$ cat src/rtl/core/cpu8_pkg.sv
`default_nettype none
package cpu8_pkg;

  localparam int PROG_WORDS_DEF  = 2048;
  localparam int STACK_DEPTH_DEF = 16;
  localparam int NUM_PORTS_DEF   = 8;

  typedef logic [15:0] word_t;
  typedef logic [7:0]  byte_t;
  typedef logic [10:0] addr_t;
  typedef logic [2:0]  rsel_t;
  typedef logic [4:0]  flags_t;
  typedef logic [4:0]  opcode_t;

  // flag bit positions
  localparam int FLG_Z = 0;
  localparam int FLG_M = 1;
  localparam int FLG_L = 2;
  localparam int FLG_S = 3;
  localparam int FLG_H = 4;

  localparam opcode_t OP_NOP  = 5'd0;
  localparam opcode_t OP_HALT = 5'd1;
  localparam opcode_t OP_JMP  = 5'd2;
  localparam opcode_t OP_BR   = 5'd3;
  localparam opcode_t OP_CALL = 5'd4;
  localparam opcode_t OP_RET  = 5'd5;
  localparam opcode_t OP_LDI  = 5'd6;
  localparam opcode_t OP_MOV  = 5'd7;
  localparam opcode_t OP_ADD  = 5'd8;
  localparam opcode_t OP_SUB  = 5'd9;
  localparam opcode_t OP_ADDI = 5'd10;
  localparam opcode_t OP_ADDS = 5'd11;
  localparam opcode_t OP_XOR  = 5'd12;
  localparam opcode_t OP_AND  = 5'd13;
  localparam opcode_t OP_OR   = 5'd14;
  localparam opcode_t OP_CMP  = 5'd15;
  localparam opcode_t OP_XORI = 5'd16;
  localparam opcode_t OP_ANDI = 5'd17;
  localparam opcode_t OP_ORI  = 5'd18;
  localparam opcode_t OP_CMPI = 5'd19;
  localparam opcode_t OP_SHR  = 5'd20;
  localparam opcode_t OP_SHL  = 5'd21;
  localparam opcode_t OP_ROL  = 5'd22;
  localparam opcode_t OP_ASR  = 5'd23;
  localparam opcode_t OP_SHRI = 5'd24;
  localparam opcode_t OP_SHLI = 5'd25;
  localparam opcode_t OP_ROLI = 5'd26;
  localparam opcode_t OP_ASRI = 5'd27;
  localparam opcode_t OP_ST   = 5'd28;
  localparam opcode_t OP_LD   = 5'd29;
  localparam opcode_t OP_OUT  = 5'd30;
  localparam opcode_t OP_IN   = 5'd31;

  // branch conditions
  localparam rsel_t CC_Z    = 3'd0;
  localparam rsel_t CC_NZ   = 3'd1;
  localparam rsel_t CC_GT   = 3'd2;
  localparam rsel_t CC_MI   = 3'd3;
  localparam rsel_t CC_PL   = 3'd4;
  localparam rsel_t CC_LE   = 3'd5;
  localparam rsel_t CC_EVEN = 3'd6;
  localparam rsel_t CC_SOF  = 3'd7;

endpackage
`default_nettype wire

$ cat src/rtl/core/cpu8_if.sv
`default_nettype none
interface cpu8_in_if;
  import cpu8_pkg::*;

  logic  valid;
  logic  ready;
  word_t instr_word;
  byte_t port_in_data;
  logic  port_in_ok;
  byte_t rand_byte;

  modport source (output valid, instr_word, port_in_data, port_in_ok, rand_byte,
                  input ready);
  modport sink (input valid, instr_word, port_in_data, port_in_ok, rand_byte,
                output ready);
endinterface

interface cpu8_out_if;
  import cpu8_pkg::*;

  logic  valid;
  logic  ready;
  addr_t fetch_addr;
  logic  port_wr;
  logic  port_rd;
  rsel_t port_sel;
  byte_t port_out_data;
  logic  halted;

  modport source (output valid, fetch_addr, port_wr, port_rd, port_sel, port_out_data,
                  halted, input ready);
  modport sink (input valid, fetch_addr, port_wr, port_rd, port_sel, port_out_data,
                halted, output ready);
endinterface
`default_nettype wire

$ cat src/rtl/core/eight_bit_cpu_instruction_step_core.sv
// An instruction taken into the execute stage register executes out of it, and its result
// transaction is offered from the result register once the instruction retires.
// Throughput: one instruction per cycle while the result register is free; write-back into the
// register file and data memory is forwarded straight into the operand fetch of the next instruction.
// Synchronous active-high reset clears registers, flags, counter, call stack, stack index
// and the data memory valid bits (unwritten memory reads as zero). No clearing pass.
`default_nettype none
module eight_bit_cpu_instruction_step_core #(
  parameter int PROG_WORDS  = cpu8_pkg::PROG_WORDS_DEF,
  parameter int STACK_DEPTH = cpu8_pkg::STACK_DEPTH_DEF,
  parameter int NUM_PORTS   = cpu8_pkg::NUM_PORTS_DEF
) (
  input  logic       clk,
  input  logic       rst,
  cpu8_in_if.sink    req,
  cpu8_out_if.source rsp
);
  import cpu8_pkg::*;

  localparam int            SW       = $clog2(STACK_DEPTH);
  localparam logic [SW-1:0] STK_LAST = SW'(STACK_DEPTH - 1);
  localparam logic [14:0]   PW       = 15'(PROG_WORDS);
  localparam logic [3:0]    NP       = 4'(NUM_PORTS);

  // architectural state
  byte_t         rf [8];
  flags_t        flags;
  addr_t         pc;
  addr_t         stk [STACK_DEPTH];
  logic [SW-1:0] sidx;
  byte_t         dmem [256];
  logic [255:0]  dvld;

  // execute stage register
  logic  iv;
  word_t iw;
  byte_t a_op, b_op, pdata, rnd;
  logic  pok;
  byte_t dm_q;
  logic  dv_q, byp_q;
  byte_t byp_d;

  // result register
  logic  ov;
  addr_t fetch_addr;
  logic  port_wr, port_rd;
  rsel_t port_sel;
  byte_t port_out_data;
  logic  halted;

  logic out_free, retire, accept;

  assign out_free  = !ov || rsp.ready;
  assign retire    = iv && out_free;
  assign req.ready = !iv || retire;
  assign accept    = req.valid && req.ready;

  // decode
  opcode_t op;
  rsel_t   ra, rc, rb, amt, neg_amt;
  byte_t   imm8, ld_val, sum_b, cmp_b, diff;
  byte_t   shr_res, shl_res, rol_res, asr_res;
  logic    cond;

  assign op      = iw[15:11];
  assign ra      = iw[10:8];
  assign rc      = iw[7:5];
  assign rb      = iw[2:0];
  assign imm8    = iw[7:0];
  assign ld_val  = byp_q ? byp_d : (dv_q ? dm_q : 8'h00);
  assign amt     = (op >= OP_SHRI) ? rb : b_op[2:0];
  assign neg_amt = ~amt + 3'd1;
  assign shr_res = a_op >> neg_amt;
  assign shl_res = a_op << amt;
  assign rol_res = (a_op << amt) | (a_op >> (4'd8 - {1'b0, amt}));
  assign asr_res = byte_t'($signed(a_op) >>> amt);
  assign cmp_b   = (op == OP_CMPI) ? imm8 : b_op;
  assign diff    = a_op - cmp_b;
  assign sum_b   = (op == OP_ADDS) ? {{3{iw[4]}}, iw[4:0]} : b_op;

  always_comb begin
    unique case (ra)
      CC_Z:    cond = flags[FLG_Z];
      CC_NZ:   cond = !flags[FLG_Z];
      CC_GT:   cond = !(flags[FLG_Z] || flags[FLG_M]);
      CC_MI:   cond = flags[FLG_M];
      CC_PL:   cond = !flags[FLG_M];
      CC_LE:   cond = flags[FLG_Z] || flags[FLG_M];
      CC_EVEN: cond = !flags[FLG_L];
      default: cond = flags[FLG_M] ^ flags[FLG_S];
    endcase
  end

  // execute
  logic          wb_req, wb_en, st_en, push, pop;
  rsel_t         wb_addr;
  byte_t         wb_data;
  flags_t        flags_next;
  addr_t         pc_t, pc_new;
  logic [SW-1:0] sidx_dec, sidx_inc, sidx_next;
  logic [14:0]   pc_inc, pc_m;
  logic          x_wr, x_rd, port_ok;
  rsel_t         x_sel;
  byte_t         x_pout;

  assign sidx_dec = (sidx == '0) ? STK_LAST : sidx - SW'(1);
  assign sidx_inc = (sidx == STK_LAST) ? '0 : sidx + SW'(1);
  assign port_ok  = {1'b0, rb} < NP;

  always_comb begin
    wb_req     = 1'b0;
    wb_addr    = ra;
    wb_data    = 8'h00;
    st_en      = 1'b0;
    push       = 1'b0;
    pop        = 1'b0;
    flags_next = flags;
    pc_t       = pc;
    x_wr       = 1'b0;
    x_rd       = 1'b0;
    x_sel      = '0;
    x_pout     = 8'h00;
    unique case (op)
      OP_NOP: ;
      OP_HALT: flags_next[FLG_H] = 1'b1;
      OP_JMP:  pc_t = iw[10:0];
      OP_BR: begin
        if (cond) pc_t = {pc[10:8], imm8};
      end
      OP_CALL: begin
        push = 1'b1;
        pc_t = iw[10:0];
      end
      OP_RET: begin
        pop  = 1'b1;
        pc_t = stk[sidx_dec];
      end
      OP_LDI: begin wb_req = 1'b1; wb_data = imm8; end
      OP_MOV: begin wb_req = 1'b1; wb_data = b_op; end
      OP_ADD, OP_ADDS: begin wb_req = 1'b1; wb_addr = rc; wb_data = a_op + sum_b; end
      OP_SUB:  begin wb_req = 1'b1; wb_addr = rc; wb_data = a_op - b_op; end
      OP_ADDI: begin wb_req = 1'b1; wb_data = a_op + imm8; end
      OP_XOR:  begin wb_req = 1'b1; wb_addr = rc; wb_data = a_op ^ b_op; end
      OP_AND:  begin wb_req = 1'b1; wb_addr = rc; wb_data = a_op & b_op; end
      OP_OR:   begin wb_req = 1'b1; wb_addr = rc; wb_data = a_op | b_op; end
      OP_CMP, OP_CMPI: begin
        flags_next[FLG_Z] = (diff == 8'h00);
        flags_next[FLG_M] = diff[7];
        flags_next[FLG_L] = diff[0];
        flags_next[FLG_S] = diff[6];
      end
      OP_XORI: begin wb_req = 1'b1; wb_data = a_op ^ imm8; end
      OP_ANDI: begin wb_req = 1'b1; wb_data = a_op & imm8; end
      OP_ORI:  begin wb_req = 1'b1; wb_data = a_op | imm8; end
      OP_SHR:  begin wb_req = 1'b1; wb_addr = rc; wb_data = shr_res; end
      OP_SHL:  begin wb_req = 1'b1; wb_addr = rc; wb_data = shl_res; end
      OP_ROL:  begin wb_req = 1'b1; wb_addr = rc; wb_data = rol_res; end
      OP_ASR:  begin wb_req = 1'b1; wb_addr = rc; wb_data = asr_res; end
      OP_SHRI: begin wb_req = 1'b1; wb_data = shr_res; end
      OP_SHLI: begin wb_req = 1'b1; wb_data = shl_res; end
      OP_ROLI: begin wb_req = 1'b1; wb_data = rol_res; end
      OP_ASRI: begin wb_req = 1'b1; wb_data = asr_res; end
      OP_ST:   st_en = 1'b1;
      OP_LD:   begin wb_req = 1'b1; wb_data = ld_val; end
      OP_OUT: begin
        x_sel = rb;
        if (port_ok) begin
          x_wr   = 1'b1;
          x_pout = a_op;
        end
      end
      OP_IN: begin
        x_sel = rb;
        if (iw[3]) begin
          wb_req  = 1'b1;
          wb_data = rnd;
        end else if (port_ok) begin
          x_rd    = 1'b1;
          wb_req  = pok;
          wb_data = pdata;
        end
      end
      default: ;
    endcase
  end

  assign wb_en     = wb_req && (wb_addr != '0);
  assign sidx_next = push ? sidx_inc : (pop ? sidx_dec : sidx);

  // counter wraps at the program size; multiples up to eight are compared in parallel and the
  // largest one that fits is taken off, exact while the quotient is at most eight (PROG_WORDS of 228 or more)
  always_comb begin
    pc_inc = {4'b0000, pc_t} + 15'd1;
    pc_m   = pc_inc;
    for (int k = 1; k <= 8; k++) begin
      if (pc_inc >= PW * 15'(k)) pc_m = pc_inc - PW * 15'(k);
    end
  end
  assign pc_new = pc_m[10:0];

  // operand fetch with forwarding from the retiring instruction
  rsel_t ra_in, rb_in;
  byte_t a_in, b_in;
  logic  fwd_ok;

  assign ra_in  = req.instr_word[10:8];
  assign rb_in  = req.instr_word[2:0];
  assign fwd_ok = retire && wb_en;
  assign a_in   = (fwd_ok && wb_addr == ra_in) ? wb_data : rf[ra_in];
  assign b_in   = (fwd_ok && wb_addr == rb_in) ? wb_data : rf[rb_in];

  always_ff @(posedge clk) begin
    if (rst) begin
      iv    <= 1'b0;
      ov    <= 1'b0;
      flags <= '0;
      pc    <= '0;
      sidx  <= '0;
      dvld  <= '0;
      for (int i = 0; i < 8; i++) rf[i] <= '0;
      for (int i = 0; i < STACK_DEPTH; i++) stk[i] <= '0;
    end else begin
      if (req.ready) iv <= req.valid;
      if (retire) ov <= 1'b1;
      else if (rsp.ready) ov <= 1'b0;
      if (retire) begin
        flags <= flags_next;
        pc    <= pc_new;
        sidx  <= sidx_next;
        if (push) stk[sidx] <= pc;
        if (wb_en) rf[wb_addr] <= wb_data;
        if (st_en) dvld[b_op] <= 1'b1;
      end
    end
  end

  // data memory; a store retiring as a load is taken is bypassed
  always_ff @(posedge clk) begin
    if (retire && st_en) dmem[b_op] <= a_op;
    if (accept) dm_q <= dmem[b_in];
  end

  always_ff @(posedge clk) begin
    if (accept) begin
      iw    <= req.instr_word;
      pdata <= req.port_in_data;
      pok   <= req.port_in_ok;
      rnd   <= req.rand_byte;
      a_op  <= a_in;
      b_op  <= b_in;
      dv_q  <= dvld[b_in];
      byp_q <= retire && st_en && (b_op == b_in);
      byp_d <= a_op;
    end
    if (retire) begin
      fetch_addr    <= pc_new;
      port_wr       <= x_wr;
      port_rd       <= x_rd;
      port_sel      <= x_sel;
      port_out_data <= x_pout;
      halted        <= flags_next[FLG_H];
    end
  end

  assign rsp.valid         = ov;
  assign rsp.fetch_addr    = fetch_addr;
  assign rsp.port_wr       = port_wr;
  assign rsp.port_rd       = port_rd;
  assign rsp.port_sel      = port_sel;
  assign rsp.port_out_data = port_out_data;
  assign rsp.halted        = halted;

endmodule
`default_nettype wire

$ cat src/flat_wrapper.sv
// flat-port wrapper written by rule: the top's interface ports become plain ports
module eight_bit_cpu_instruction_step_core_flat import cpu8_pkg::*;
#(
  parameter int PROG_WORDS  = cpu8_pkg::PROG_WORDS_DEF,
  parameter int STACK_DEPTH = cpu8_pkg::STACK_DEPTH_DEF,
  parameter int NUM_PORTS   = cpu8_pkg::NUM_PORTS_DEF
)
  (clk, rst, req_valid, req_instr_word, req_port_in_data, req_port_in_ok, req_rand_byte, req_ready, rsp_valid, rsp_fetch_addr, rsp_port_wr, rsp_port_rd, rsp_port_sel, rsp_port_out_data, rsp_halted, rsp_ready);
  cpu8_in_if req_i ();
  cpu8_out_if rsp_i ();
  input  logic clk;
  input  logic rst;
  input wire logic [$bits(req_i.valid)-1:0] req_valid;
  input wire logic [$bits(req_i.instr_word)-1:0] req_instr_word;
  input wire logic [$bits(req_i.port_in_data)-1:0] req_port_in_data;
  input wire logic [$bits(req_i.port_in_ok)-1:0] req_port_in_ok;
  input wire logic [$bits(req_i.rand_byte)-1:0] req_rand_byte;
  output wire logic [$bits(req_i.ready)-1:0] req_ready;
  output wire logic [$bits(rsp_i.valid)-1:0] rsp_valid;
  output wire logic [$bits(rsp_i.fetch_addr)-1:0] rsp_fetch_addr;
  output wire logic [$bits(rsp_i.port_wr)-1:0] rsp_port_wr;
  output wire logic [$bits(rsp_i.port_rd)-1:0] rsp_port_rd;
  output wire logic [$bits(rsp_i.port_sel)-1:0] rsp_port_sel;
  output wire logic [$bits(rsp_i.port_out_data)-1:0] rsp_port_out_data;
  output wire logic [$bits(rsp_i.halted)-1:0] rsp_halted;
  input wire logic [$bits(rsp_i.ready)-1:0] rsp_ready;
  assign req_i.valid = req_valid;
  assign req_i.instr_word = req_instr_word;
  assign req_i.port_in_data = req_port_in_data;
  assign req_i.port_in_ok = req_port_in_ok;
  assign req_i.rand_byte = req_rand_byte;
  assign req_ready = req_i.ready;
  assign rsp_valid = rsp_i.valid;
  assign rsp_fetch_addr = rsp_i.fetch_addr;
  assign rsp_port_wr = rsp_i.port_wr;
  assign rsp_port_rd = rsp_i.port_rd;
  assign rsp_port_sel = rsp_i.port_sel;
  assign rsp_port_out_data = rsp_i.port_out_data;
  assign rsp_halted = rsp_i.halted;
  assign rsp_i.ready = rsp_ready;
  eight_bit_cpu_instruction_step_core #(.PROG_WORDS(PROG_WORDS), .STACK_DEPTH(STACK_DEPTH), .NUM_PORTS(NUM_PORTS)) u_core (.clk(clk), .rst(rst), .req(req_i), .rsp(rsp_i));
endmodule
$ cat config.mk
export PLATFORM = sky130hd
export DESIGN_NAME = eight_bit_cpu_instruction_step_core_flat
export DESIGN_NICKNAME = d
export VERILOG_FILES = /design/src/rtl/core/cpu8_pkg.sv /design/src/rtl/core/cpu8_if.sv /design/src/rtl/core/eight_bit_cpu_instruction_step_core.sv /design/src/flat_wrapper.sv
export SDC_FILE = /design/constraint.sdc
export NUM_CORES = 2
export LEC_CHECK = 0
export BUFFER_PORTS_ARGS = -buffer_cell sky130_fd_sc_hd__buf_2
export CAP_MARGIN = 15
export CORE_AREA = 4 4 531 533
export CTS_BUF_LIST = sky130_fd_sc_hd__clkbuf_8
export CTS_CLUSTER_SIZE = 20
export DETAILED_ROUTE_END_ITERATION = 8
export DIE_AREA = 0 0 535 537
export SYNTH_ARGS = -nofsm -noshare
export SYNTH_HDL_FRONTEND = slang
export SYNTH_SLANG_ARGS = --single-unit
$ cat constraint.sdc
create_clock -name clk -period 7.63 [get_ports clk]
set_clock_uncertainty 0.2 [all_clocks]
set_input_delay 0.3815 -clock clk [delete_from_list [all_inputs] [get_ports clk]]
set_output_delay 0.3815 -clock clk [all_outputs]
set_load 0.02 [all_outputs]
==> flow_summary.ini <==
[setup_path]
cp-start-kind = flop
crit_arrival_ns = 8.06
critical_path_class = reg -> reg
crit_fanout = 205
rrSetupSlack_ns = 0.15
critPathCaptureType = flop
crit_required_ns = 8.21

[cells_and_area]
fin_area_um2 = 124000
nNetsFinal = 8776
syn_to_final_growth_pct = 12.27
n_fill_cell = 24800
layout-drive-gt1-share = 0.1135
final_cell_count_no_fill = 12800

[synth]
syn_avg_cell_area_um2 = 12.87
synth_area_leaders = edfxtp_1, nand2_1, dfxtp_1
synth_compound_area_frac = 0.1137
synthesis.area_um2 = 110500
synth_seq_area_share = 0.6973
synth-xor-area-share = 0.003330
synth.area.mux_share = 0.02445
synth_common_cells = edfxtp_1, nand2_1, nor2_1, clkbuf_1, a211oi_1
postSynth.asyncResetShare = 0
synth-adder-area-share = 0.003081
yosysTopAreaCell = edfxtp_1
synth-simple-area-share = 0.1307
synth-edff-count = 2380
synth-warning-count = 0
netlist_instances = 8587
yosysUniqueCellTypes = 88
ys_ff_latch = 2658
yosysMostFrequentCell = edfxtp_1
ys.flop_type = edfxtp_1
netlist.area_leader.share = 0.6469
synth_top_family_by_area = simple AND/OR/NAND/NOR gates

[detailed_routing]
avgRoutedWirePerCell_um = 26.51
drc_errors = 0
drtIter0Drc = 10200
via_per_inst = 5.910
drt_pass1_iterations = 7
routed_wl_mm = 339.4
vias = 75660
antenna_left = 0

[placement]
portBuffers = 63
hpwlAfterDp_mm = 193.1
dpl-instance-area_um2 = 114900
gp_congestion = 0.8996
placedCellCount = 11920

[clocking]
root_buffer = clkbuf_8
clk_latency_ns = 1.02
postCtsSetupBuffers = 0
ctsLongestPathBuffers = 4
cts.htree.levels = 5
path_clk_slew_ns = 0.06
cts_buffers = 432
cts_tree = built
cts_sinks = 2658

[power]
pwr-share-comb = 0.123
p_sw_mw = 8.791
swShare = 0.2741
p_int_mw = 23.28
finalPower_mw = 32.07
p_clk_frac = 0.371
ir_worst_vdd_mv = 0.1857
p_per_area_nw_per_um2 = 258.6
power_frac_seq = 0.505
leakage_nw = 42.21

[global_routing]
grt_max_degree = 206
grt.total_usage = 0.2282
first_global_vias = 72210
grt_first_pass_wirelength_mm = 494.5
globalRouteOverflowTotal = 0
antenna_found_initial = 11

[floorplan]
core_area_um2 = 276500
dieWidth_um = 535
fp-row-count = 193
fp.dieH_um = 537
top_level_ports = 64
initial_core_util = 0.3995
die_area_um2 = 287300

[sta]
hold_viol = 0
max-slew-margin-rel = 0.002419
fin_tns_setup_ns = 0
timing.fmax_mhz = 133.6
period_share = 0.9809
min_period_ns = 7.484
final_max_slew_viol_count = 0
rsz0062_at_grt = no
setup_viol = 0
worst_pin_slew_ns = 1.496

[outcome]
run_status = completed

[min_path]
hp-class = in -> reg

[run]
maxCapViolations = 0
## worst paths after layout
check	from	cells past startpoint	to
max	u_core.iw[14]$_DFFE_PP_	24	u_core.dm_q[3]$_DFFE_PP_
min	req_instr_word[10]	2	u_core.iw[10]$_DFFE_PP_
max reg2reg	u_core.iw[14]$_DFFE_PP_	24	u_core.dm_q[3]$_DFFE_PP_
min reg2reg	u_core.dvld[143]$_SDFFE_PP0P_	1	u_core.dvld[143]$_SDFFE_PP0P_
## placed cells by master, fill, tap and decap left out, types with 15 or more instances in the layout
master / count
o31ai_1: 23
a311oi_1: 231
buf_12: 31
buf_4: 204
ha_1: 23
and3_1: 316
a221o_1: 33
buf_2: 62
o21ai_0: 73
o22ai_1: 48
nand4_1: 16
inv_1: 212
dfxtp_1: 278
clkinv_2: 41
a21oi_1: 280
clkinv_1: 57
nor2_1: 526
nand3_1: 323
mux2i_1: 82
nor2b_1: 29
nor3_1: 36
dlygate4sd3_1: 68
and2_1: 190
mux4_2: 77
nand2b_1: 15
a21o_1: 21
nand2_1: 1632
a31oi_1: 188
a22oi_1: 70
xnor2_1: 32
a211oi_1: 351
edfxtp_1: 2380
clkbuf_8: 498
nor4_1: 73
a32oi_1: 32
a221oi_1: 74
o21a_1: 197
## cell families after synthesis
group                      Yosys count
AOI/OAI and AO/OA                 1739
xor gates and xnor gates            42
adders and majority gates           26
buffers and inverters              711
DFF                               2658
muxes                              172
other                                1
and+or+nand+nor                   3238
## through the flow
stage | util | hold WS (ns) | setup slack [ns]
floorplan | - | 0.2318 | -0.2674
finish | 0.4486 | 0.1780 | 0.1456
global placement | 0.4157 | 0.2391 | -0.1569
detailed placement | 0.4157 | 0.2448 | 0.007332
global route | 0.4485 | 0.1284 | 0.03310
CTS | 0.4483 | 0.09654 | 0.01776
## flip-flops by register name, indices dropped and copies added (netlist names), 3 cells and up
signal	flops
u_core.sidx	4
u_core.a_op	8
u_core.b_op	8
u_core.pc	11
u_core.dvld	256
u_core.rf	64
u_core.dmem	2048
u_core.rnd	8
u_core.byp_d	8
u_core.rsp.port_sel	3
u_core.pdata	8
u_core.rsp.fetch_addr	11
u_core.flags	5
u_core.rsp.port_out_data	8
u_core.dm_q	8
u_core.iw	16
u_core.stk	176
## per-layer routing
metal | part of all wire | track usage
met5 | 0.000038 | 0
met4 | 0.033 | 0.07558
met3 | 0.094 | 0.04437
met2 | 0.46 | 0.3553
met1 | 0.41 | 0.3217
## worst max-delay path: stages, from the launching register on
cell,delay (ns)
edfxtp_1,0.53
nand2b_1,0.14
or2_2,0.42
nor2_1,0.34
nand2_1,0.10
o21ai_0,0.11
ha_1,0.21
inv_1,0.07
fa_2,0.53
nor2_1,0.04
nand2_1,0.09
a21oi_1,0.08
or4b_4,0.54
a211oi_2,0.37
nand3_4,0.22
nand2_8,0.25
inv_16,0.18
buf_6,0.51
nand2_1,0.09
a311oi_1,0.16
nor4_1,0.61
o22ai_1,0.15
o31ai_1,0.46
buf_4,0.23
nand4_1,0.10
## power by group through the flow
| stage | Clock [mW] | Combinational [mW] | Sequential, mW |
|---|---|---|---|
| after CTS | 12.1 | 3.89 | 16.2 |
| final | 11.9 | 3.96 | 16.2 |
| after floorplan | 0 | 2.12 | 16.7 |
| after global placement | 0 | 3.82 | 16.5 |
| after detailed placement | 0 | 3.85 | 16.5 |
| after global routing | 12.8 | 4.17 | 16.2 |
## cell type report
type                    count  area (um2)  area share
diodes                     12       30.03   0.0002421
clock buffers             498        6854     0.05526
clock inverters           308        1483     0.01195
inverters                  30       143.9    0.001160
multi-input cells        5225       30690      0.2475
flip-flops and latches   2658       77030      0.6211
well taps                3705        4636     0.03738
repair buffers            366        3154     0.02543
## timing repair
item | in CTS | in global routing
resized for setup | 0 | 8
hold buffers | 68 | 0
setup endpoints to repair | 0 | 6
endpoints found under the hold margin | 230 | 0
Note: power is estimated with default switching activity, not from simulation.
